## config.mk

```make
export PLATFORM = sky130hd
export DESIGN_NAME = bgnc_window_flat
export DESIGN_NICKNAME = d
export VERILOG_FILES = /design/src/rtl/bgnc_pkg.sv /design/src/rtl/bgnc_stream_if.sv /design/src/rtl/bgnc_window.sv /design/src/flat_wrapper.sv
export SDC_FILE = /design/constraint.sdc
export NUM_CORES = 1
export LEC_CHECK = 0
export BUFFER_PORTS_ARGS = -buffer_cell sky130_fd_sc_hd__buf_2
export CAP_MARGIN = 20
export CORE_AREA = 2 2 39 41
export DETAILED_ROUTE_END_ITERATION = 8
export DIE_AREA = 0 0 41 43
export GPL_TIMING_DRIVEN = 0
export PLACE_DENSITY = 0.57
export SYNTH_ARGS = -nofsm -noshare
export SYNTH_HDL_FRONTEND = slang
export SYNTH_SLANG_ARGS = --single-unit
```

## constraint.sdc

```tcl
create_clock -name clk_i -period 1 [get_ports clk_i]
set_input_delay 0.15 -clock clk_i [delete_from_list [all_inputs] [get_ports clk_i]]
set_output_delay 0.15 -clock clk_i [all_outputs]
set_load 0.02 [all_outputs]
```

## src/rtl/bgnc_pkg.sv

```systemverilog
// Shared types and constants for the binary grid neighbor count block.
package bgnc_pkg;

  // Width of the size registers and of all grid position counters
  localparam int unsigned CfgW    = 11;
  localparam int unsigned CfgIdxW = 1;
  localparam int unsigned PosOutW = 10;
  localparam int unsigned CountW  = 4;
  localparam int unsigned SlotW   = 2;
  localparam int unsigned Slots   = 4;

  // Configuration register indexes
  localparam logic [CfgIdxW-1:0] CFG_ROW_COUNT = 1'b0;
  localparam logic [CfgIdxW-1:0] CFG_COL_COUNT = 1'b1;

  // Input opcodes
  localparam logic OP_CELL  = 1'b0;
  localparam logic OP_DRAIN = 1'b1;

  typedef struct packed {
    logic op;
    logic mined;
  } cell_t;

  typedef struct packed {
    logic [CountW-1:0]  count;
    logic [PosOutW-1:0] out_row;
    logic [PosOutW-1:0] out_col;
    logic               last;
  } result_t;

  // Control handed from the position logic to the window stage with each read
  typedef struct packed {
    logic [PosOutW-1:0] row;
    logic [PosOutW-1:0] col;
    logic               last;
    logic               up_ok;     // row above is inside the grid
    logic               dn_ok;     // row below is inside the grid
    logic               lt_ok;     // column left is inside the grid
    logic               rt_ok;     // column right is inside the grid
    logic [SlotW-1:0]   slot;      // line store slot of the center row
    logic               byp_a;     // same-cycle write hits the center column read
    logic               byp_b;     // same-cycle write hits the right column read
    logic [SlotW-1:0]   byp_slot;
    logic               byp_dat;
  } issue_t;

endpackage

```

## src/rtl/bgnc_stream_if.sv

```systemverilog
// Valid/ready stream channel carrying one payload per beat.
interface bgnc_stream_if #(
  parameter type data_t = logic
);
  logic  valid;
  logic  ready;
  data_t data;

  modport source (output valid, output data, input ready);
  modport sink   (input valid, input data, output ready);
endinterface

```

## src/rtl/bgnc_window.sv

```systemverilog
// Window stage: assembles the 3x3 neighborhood from line store reads and sums it.
module bgnc_window (
  input  logic                                clk_i,
  input  logic                                rst_ni,
  input  logic                                issue_vld_i,
  input  bgnc_pkg::issue_t                    issue_i,
  output logic                                take_o,
  input  logic [bgnc_pkg::Slots-1:0]          rd_a_i,
  input  logic [bgnc_pkg::Slots-1:0]          rd_b_i,
  bgnc_stream_if.source                       result_o
);

  logic                         b_vld_q;
  bgnc_pkg::issue_t             b_q;
  logic                         b_adv;
  logic [2:0]                   prev_col_q;
  logic                         o_vld_q;
  bgnc_pkg::result_t            o_q;

  logic [bgnc_pkg::Slots-1:0]   col_a_raw;
  logic [bgnc_pkg::Slots-1:0]   col_b_raw;
  logic [bgnc_pkg::SlotW-1:0]   slot_up;
  logic [bgnc_pkg::SlotW-1:0]   slot_dn;
  logic [2:0]                   col_l;
  logic [2:0]                   col_a;
  logic [2:0]                   col_b;
  logic [bgnc_pkg::CountW-1:0]  count;

  // stage advances when the output register is free or being emptied
  assign b_adv  = b_vld_q && (!o_vld_q || result_o.ready);
  assign take_o = !b_vld_q || b_adv;

  // patch in a cell that was written in the same cycle as the read
  always_comb begin
    col_a_raw = rd_a_i;
    col_b_raw = rd_b_i;
    if (b_q.byp_a) begin
      col_a_raw[b_q.byp_slot] = b_q.byp_dat;
    end
    if (b_q.byp_b) begin
      col_b_raw[b_q.byp_slot] = b_q.byp_dat;
    end
  end

  // pick rows above, at and below the center, clipped at the grid edges
  assign slot_up = b_q.slot - bgnc_pkg::SlotW'(1);
  assign slot_dn = b_q.slot + bgnc_pkg::SlotW'(1);

  assign col_a = {col_a_raw[slot_dn] & b_q.dn_ok, col_a_raw[b_q.slot],
                  col_a_raw[slot_up] & b_q.up_ok};
  assign col_b = {col_b_raw[slot_dn] & b_q.dn_ok, col_b_raw[b_q.slot],
                  col_b_raw[slot_up] & b_q.up_ok} & {3{b_q.rt_ok}};
  assign col_l = prev_col_q & {3{b_q.lt_ok}};

  assign count = bgnc_pkg::CountW'($countones({col_l, col_a, col_b}));

  // stage and output control
  always_ff @(posedge clk_i or negedge rst_ni) begin
    if (!rst_ni) begin
      b_vld_q <= 1'b0;
      o_vld_q <= 1'b0;
    end else begin
      if (take_o) begin
        b_vld_q <= issue_vld_i;
      end
      if (b_adv) begin
        o_vld_q <= 1'b1;
      end else if (result_o.ready) begin
        o_vld_q <= 1'b0;
      end
    end
  end

  // payload registers
  always_ff @(posedge clk_i) begin
    if (take_o && issue_vld_i) begin
      b_q <= issue_i;
    end
    if (b_adv) begin
      prev_col_q    <= col_a;
      o_q.count     <= count;
      o_q.out_row   <= b_q.row;
      o_q.out_col   <= b_q.col;
      o_q.last      <= b_q.last;
    end
  end

  assign result_o.valid = o_vld_q;
  assign result_o.data  = o_q;

endmodule

```

## src/flat_wrapper.sv

```systemverilog
// flat-port wrapper written by rule: the top's interface ports become plain ports
module bgnc_window_flat 
  (clk_i, rst_ni, issue_vld_i, issue_i, take_o, rd_a_i, rd_b_i, result_o_valid, result_o_data, result_o_ready);
  bgnc_stream_if result_o_i ();
  input  logic clk_i;
  input  logic rst_ni;
  input  logic issue_vld_i;
  input  bgnc_pkg::issue_t issue_i;
  output logic take_o;
  input  logic [bgnc_pkg::Slots-1:0] rd_a_i;
  input  logic [bgnc_pkg::Slots-1:0] rd_b_i;
  output wire logic [$bits(result_o_i.valid)-1:0] result_o_valid;
  output wire logic [$bits(result_o_i.data)-1:0] result_o_data;
  input wire logic [$bits(result_o_i.ready)-1:0] result_o_ready;
  assign result_o_valid = result_o_i.valid;
  assign result_o_data = result_o_i.data;
  assign result_o_i.ready = result_o_ready;
  bgnc_window u_core (.clk_i(clk_i), .rst_ni(rst_ni), .issue_vld_i(issue_vld_i), .issue_i(issue_i), .take_o(take_o), .rd_a_i(rd_a_i), .rd_b_i(rd_b_i), .result_o(result_o_i));
endmodule
```

==> summary.txt, run 1 <==
Pwr
  • VDD IR max: 0.662 mV
  • Static Leak: 0.120 nW
  • P per Cell Area: roughly 1800 nW/um^2

Place
  • Placed cell area: between 200 and 250 sq um
  • RePlAce Congestion: 0.564
  • Dpl ws: ~0.062 ns
  • Count of input and output buffers: 7

Clocking
  • Inserted Clock Buffers: 3
  • Root Buffer: clkbuf_4
  • Clk buf depth: 2
  • CTS Sinks: 4
  • TritonCTS clock tree: yes
  • Clock insertion delay at the later pin of the skew report: 0.24 ns
  • Worst-path clk slew: 0.04 ns
  • Clock H-tree levels: 1

Setup path
  • Critical path peak fanout: 3
  • Data arrival time of the critical path: ~0.87 ns
  • Crit path kind: reg -> out
  • CP endpoint kind: output port
  • Worst EP required: around 0.85 ns
  • Kind of start point of the critical path: register

Logic synthesis
  • Syn_nets: 54
  • EDFF count, synth: 2
  • Area leader, netlist: edfxtp_1
  • Synth cell count leaders: nand2b_1, dfrtp_1, edfxtp_1
  • Number of synthesized register bits: 4
  • Asr flop ratio synth: 0.500
  • Synth Warn #: 0
  • Top post-synthesis cells by area: edfxtp_1, dfrtp_1, nand3b_4, nand2b_1, and2_4
  • Sequential-to-total area share from yosys stat: 0.672
  • Syn_area_per_cell: 16.4 sq um
  • Number of library cell types mapped by synthesis: 6
  • Most common cell in the netlist: nand2b_1
  • Main synth FF type: edfxtp_1
  • Synthesized instance count: 10
  • Share of the synthesized area in the top cell type: 0.366
  • Area of the mapped netlist: 164 sq um

Run status
  • Status: finished, violations left
  • Failing checks: negative setup slack

Final layout
  • Inserted Diodes: 0
  • # fillers: around 150
  • Utilization after layout: 0.195
  • Area occupied by multi-input gates: approximately 54 sq um
  • Share of layout cells above drive strength 1: 0.609
  • Reg area: 111 sq um
  • Cell area after layout: around 270 sq um
  • Final-stage net count: 68
  • Area grow syn2layout: 64.9%

Global route
  • Largest net degree at the start of global routing: 4
  • Vias in the first global route: 141
  • First-pass GRT wire length: between 500 and 600 microns
  • Initial antenna violation count: 0
  • GRT Total Usage: 0.0544
  • Overflow after GRT: 0

Route
  • Router iterations before antenna repair: 1
  • Residual DRC count: 0
  • DR iter-0 viols: 0
  • Final ANT Viol Nets: 0
  • Detailed Route WL: 270 microns
  • WL per Instance: 6.92 microns
  • Vias after detailed routing: 125
  • Vias/cell: 3.21

Timing
  • Achievable Freq: 976 MHz
  • Clk_skew: 0.00686 ns
  • Unrepaired setup endpoints after global routing: yes
  • Fin. max-slew vios: 0
  • Slew margin rel.: 0.916
  • Setup WS post-layout: -0.0248 ns
  • Final hold violation count: 0
  • Final period util: 1.02
  • Final min period: 1.02 ns
  • Final setup viols: 1
  • Hold WS: around 0.09 ns
  • Worst-margin pin slew: 0.127 ns
  • Setup_tns: -0.0248 ns

Floorplanning
  • IO Count: 47
  • Chip width: 41 microns
  • Std-Cell Core Area: 1380 sq um
  • Core Rows: 14
  • DIE AREA: 1760 sq um
  • Starting density of the core: 0.118
  • Die H: ~43 microns

Worst hold path
  • HP Class: in -> reg

Flow run
  • Max_cap viols: 0
-- layout by cell type, fill, tap and decap left out, drive strengths merged --
cell type / n
clkbuf: 4
and2: 2
nand3b: 1
nand2b: 3
edfxtp: 2
dfrtp: 2
dlygate4sd3: 1
buf: 8
-- through the flow --
step	cells	power, mW
6_report	39	0.484
2_1_floorplan	10	0.231
4_1_cts	39	0.498
3_5_place_dp	33	0.252
5_1_grt	39	0.522
3_3_place_gp	33	0.251
-- layer usage --
metal / part of all wire / routed length [microns] / vias to the layer above / GRT usage
li1: - / - / 61 / -
met4: 0 / 0 / 0 / 0.0600
met2: 0.37 / 100 / 10 / 0.0531
met1: 0.43 / 115 / 54 / 0.0521
met3: 0.20 / 54 / 0 / 0.0628
met5: 0 / 0 / - / 0
-- critical path, stage by stage (launching register included) --
cell and delay, ns:
dfrtp_2 0.42, nand3b_4 0.09, buf_6 0.12
-- registers in the layout (all words and copies together), names as in the netlist --
signal                 flops
u_core.b_q                 1
u_core.b_vld_q             1
u_core.result_o.data       1
u_core.result_o.valid      1
-- timing repair --
action	in CTS	in global routing
resized for setup	2	0
buffers inserted	1	0
hold buffers	1	0
setup endpoints to repair	1	2
hold endpoints to repair	2	0
cloned	0	0
-- power breakdown --
group	leakage (nW)	switching (mW)	internal, mW
Clock	0.0150	0.0740	0.150
Sequential	0.0398	0.00842	0.188
Combinational	0.0652	0.0276	0.0360
-- path summary, 6_finish.rpt --
path                                    endpoint  slack (ns)             startpoint  depth (start not counted)
max                                       take_o       -0.02  u_core.result_o.valid                          2
min                               u_core.b_q[11]        0.09            issue_i[11]                          1
max reg2reg                 u_core.result_o.data        0.06  u_core.result_o.valid                          2
min reg2reg                 u_core.result_o.data        0.42         u_core.b_q[11]                          0
max in group asynchronous  u_core.result_o.valid        0.67                 rst_ni                          2
min in group asynchronous  u_core.result_o.valid        0.23                 rst_ni                          2
-- logic make-up (layout without fill, tap and decap cells) --
| family | count (synthesis) | count (layout) | synth area share |
|---|---|---|---|
| buffers and inverters | 0 | 13 | 0 |
| and+or+nand+nor | 6 | 6 | 0.328 |
| DFF | 4 | 4 | 0.672 |
-- final cells by class --
cell class              instances  area share
flip-flops and latches          4       0.412
repair buffers                  9       0.218
multi-input cells               6       0.199
clock buffers                   4      0.0972
well taps                      16      0.0741
Note: power is estimated with default switching activity, not from simulation.
==> inputs of run 2 (changes only) <==
--- a/config.mk
+++ b/config.mk
@@ -7,9 +7,9 @@
 export LEC_CHECK = 0
 export BUFFER_PORTS_ARGS = -buffer_cell sky130_fd_sc_hd__buf_2
 export CAP_MARGIN = 20
-export CORE_AREA = 2 2 39 41
+export CORE_AREA = 8 8 45 47
 export DETAILED_ROUTE_END_ITERATION = 8
-export DIE_AREA = 0 0 41 43
+export DIE_AREA = 0 0 53 55
 export GPL_TIMING_DRIVEN = 0
 export PLACE_DENSITY = 0.57
 export SYNTH_ARGS = -nofsm -noshare
==> run 2 against run 1 <==
  * The flow still finishes with violations (negative setup slack)
  * Largest cell class unchanged
  * Critical path depth is the same
  * Sequential share of layout area unchanged
  * Routed wire length up 28%
  * Final cell count stayed put
  * Power shrank 0.81%
  * Register-to-register slack is essentially flat
  * Via count fell by 5.6%
  * Non-clock buffer count unchanged
==> summary.txt, run 2 (synthesis results as in run 1) <==
Run status
  • Status: finished, violations left (unchanged)
  • Failing checks: negative setup slack (unchanged)

Clocking
  • Clock H-tree levels: 1 (unchanged)
  • Worst-path clk slew: 0.04 ns (about the same)
  • TritonCTS clock tree: yes (unchanged)
  • CTS Sinks: 4 (unchanged)
  • Root Buffer: clkbuf_4 (unchanged)
  • Clock insertion delay at the later pin of the skew report: 0.24 ns (about the same)
  • Clk buf depth: 2 (unchanged)
  • Inserted Clock Buffers: 3 (unchanged)

Setup path
  • CP top delay family: flip-flops (unchanged)
  • Critical path peak fanout: 3 (unchanged)
  • R2r startpoint: u_core.result_o.valid (unchanged)
  • Crit path kind: reg -> out (unchanged)
  • Worst EP required: 0.85 ns (about the same)
  • Kind of start point of the critical path: register (unchanged)
  • R2R Setup Slk: 0.05 ns (was 0.06 ns)
  • Crit path largest cell delay: 0.43 ns (was 0.42 ns)
  • Crit path max-delay cell type: dfrtp_2 (unchanged)
  • Buf/Inv on CP: 1 (unchanged)
  • CP endpoint kind: output port (unchanged)
  • Data arrival time of the critical path: 0.88 ns (was 0.87 ns)
  • Crit-path cells: nand3b_4 > buf_6 (unchanged)
  • Worst setup path start: u_core.result_o.valid (unchanged)

Pwr
  • Static Leak: 0.120 nW (unchanged)
  • VDD IR max: 0.773 mV (was 0.662 mV)
  • Total power: 480 uW (was 484 uW)
  • P per Cell Area: 1780 nW/um^2 (was 1790 nW/um^2)

Final layout
  • Final-stage net count: 68 (unchanged)
  • Reg area: 111 sq um (unchanged)
  • Area occupied by multi-input gates: 53.8 sq um (unchanged)
  • Area grow syn2layout: 64.9% (unchanged)
  • # fillers: 150 (was 147)
  • Most frequent cells in the layout: buf_2, nand2b_1, clkbuf_4, edfxtp_1 (unchanged)
  • Commonest non-fill, non-tap cell in the layout: buf_2 (unchanged)
  • Inserted Diodes: 0 (unchanged)
  • Share of layout cells above drive strength 1: 0.609 (unchanged)

Route
  • Detailed Route WL: 345 microns (was 270 microns)
  • DR iter-0 viols: 4 (was 0)
  • Vias/cell: 3.03 (was 3.21)
  • Vias after detailed routing: 118 (was 125)
  • Router iterations before antenna repair: 2 (was 1)
  • Residual DRC count: 0 (unchanged)
  • Final ANT Viol Nets: 0 (unchanged)
  • WL per Instance: 8.85 microns (was 6.92 microns)

Floorplanning
  • Starting density of the core: 0.118 (unchanged)
  • Die H: 55 microns (was 43 microns)
  • Std-Cell Core Area: 1380 sq um (unchanged)
  • IO Count: 47 (unchanged)
  • Chip width: 53 microns (was 41 microns)
  • Core Rows: 14 (unchanged)
  • DIE AREA: 2920 sq um (was 1760 sq um)

Timing
  • Clk_skew: 0.0112 ns (was 0.00686 ns)
  • Worst-margin pin slew: 0.144 ns (was 0.127 ns)
  • Final hold violation count: 0 (unchanged)
  • Unrepaired setup endpoints after global routing: yes (unchanged)
  • Final setup viols: 1 (unchanged)
  • Final period util: 1.03 (was 1.02)
  • Hold WS: 0.102 ns (was 0.0906 ns)
  • Slew margin rel.: 0.904 (was 0.916)
  • Final min period: 1.03 ns (was 1.02 ns)
  • Fin. max-slew vios: 0 (unchanged)
  • Achievable Freq: 972 MHz (was 976 MHz)
  • Setup WS post-layout: -0.0285 ns (was -0.0248 ns)
  • Setup_tns: -0.0285 ns (was -0.0248 ns)

Global route
  • Initial antenna violation count: 0 (unchanged)
  • First-pass GRT wire length: 593 microns (was 524 microns)
  • Largest net degree at the start of global routing: 4 (unchanged)
  • GRT Total Usage: 0.0346 (was 0.0544)
  • Vias in the first global route: 130 (was 141)
  • Overflow after GRT: 0 (unchanged)

Worst hold path
  • Worst hold start: issue_i[11] (unchanged)
  • HP Class: in -> reg (unchanged)

Flow run
  • Max_cap viols: 0 (unchanged)

Place
  • Count of input and output buffers: 7 (unchanged)
  • RePlAce Congestion: 0.542 (was 0.564)
## run 2: cell counts in the layout (fill, tap and decap cells not counted)
No cell type changed its count.
## run 2: final timing paths
check	cells past startpoint	end
max in group asynchronous	2	u_core.b_vld_q
min reg2reg	0	u_core.result_o.data
min	1	u_core.b_q[11]
min in group asynchronous	2	u_core.result_o.valid
max	2	take_o
max reg2reg	2	u_core.b_q[11]
## run 2: metal layers
metal,wire [microns],up-vias,GRT usage
met5,0,-,0
met4,0,0,0.0129
met2,109,11,0.0313
li1,-,59,-
met1,136,48,0.0307
met3,98,0,0.0642
## run 2: metrics by stage
stage               setup slack (ns)  cells   util  cell area, sq um
global route                 -0.0720     39  0.195               270
CTS                          -0.0396     38  0.190               263
finish                       -0.0285     39  0.195               270
floorplan                    -0.0123     10      -               165
detailed placement            0.0752     33  0.159               220
global placement              0.0828     33  0.159               220
## run 2: worst register-to-register path: stages (launching register included)
cell      delay, ns
dfrtp_2        0.43
nand3b_4       0.09
and2_4         0.14
## run 2: power breakdown
group	internal [mW]	switching [mW]	total [mW]
Combinational	0.0361	0.0288	0.0650
Sequential	0.188	0.00908	0.197
Clock	0.150	0.0685	0.218
Total	0.374	0.106	0.480
## run 2: final cells by class
| type | instances | share of cell area |
|---|---|---|
| Clock buffer | 4 | 0.0972 |
| Sequential cell | 4 | 0.412 |
| Tap cell | 16 | 0.0741 |
| Multi-Input combinational cell | 6 | 0.199 |
| Timing Repair Buffer | 9 | 0.218 |
## run 2: what timing repair did
| action | 4_1_cts | 5_1_grt |
|---|---|---|
| gates resized for setup | 2 | 0 |
| setup buffers | 0 | 1 |
| setup endpoints to repair | 1 | 2 |
| endpoints found under the hold margin | 2 | 0 |
| hold buffers | 1 | 0 |
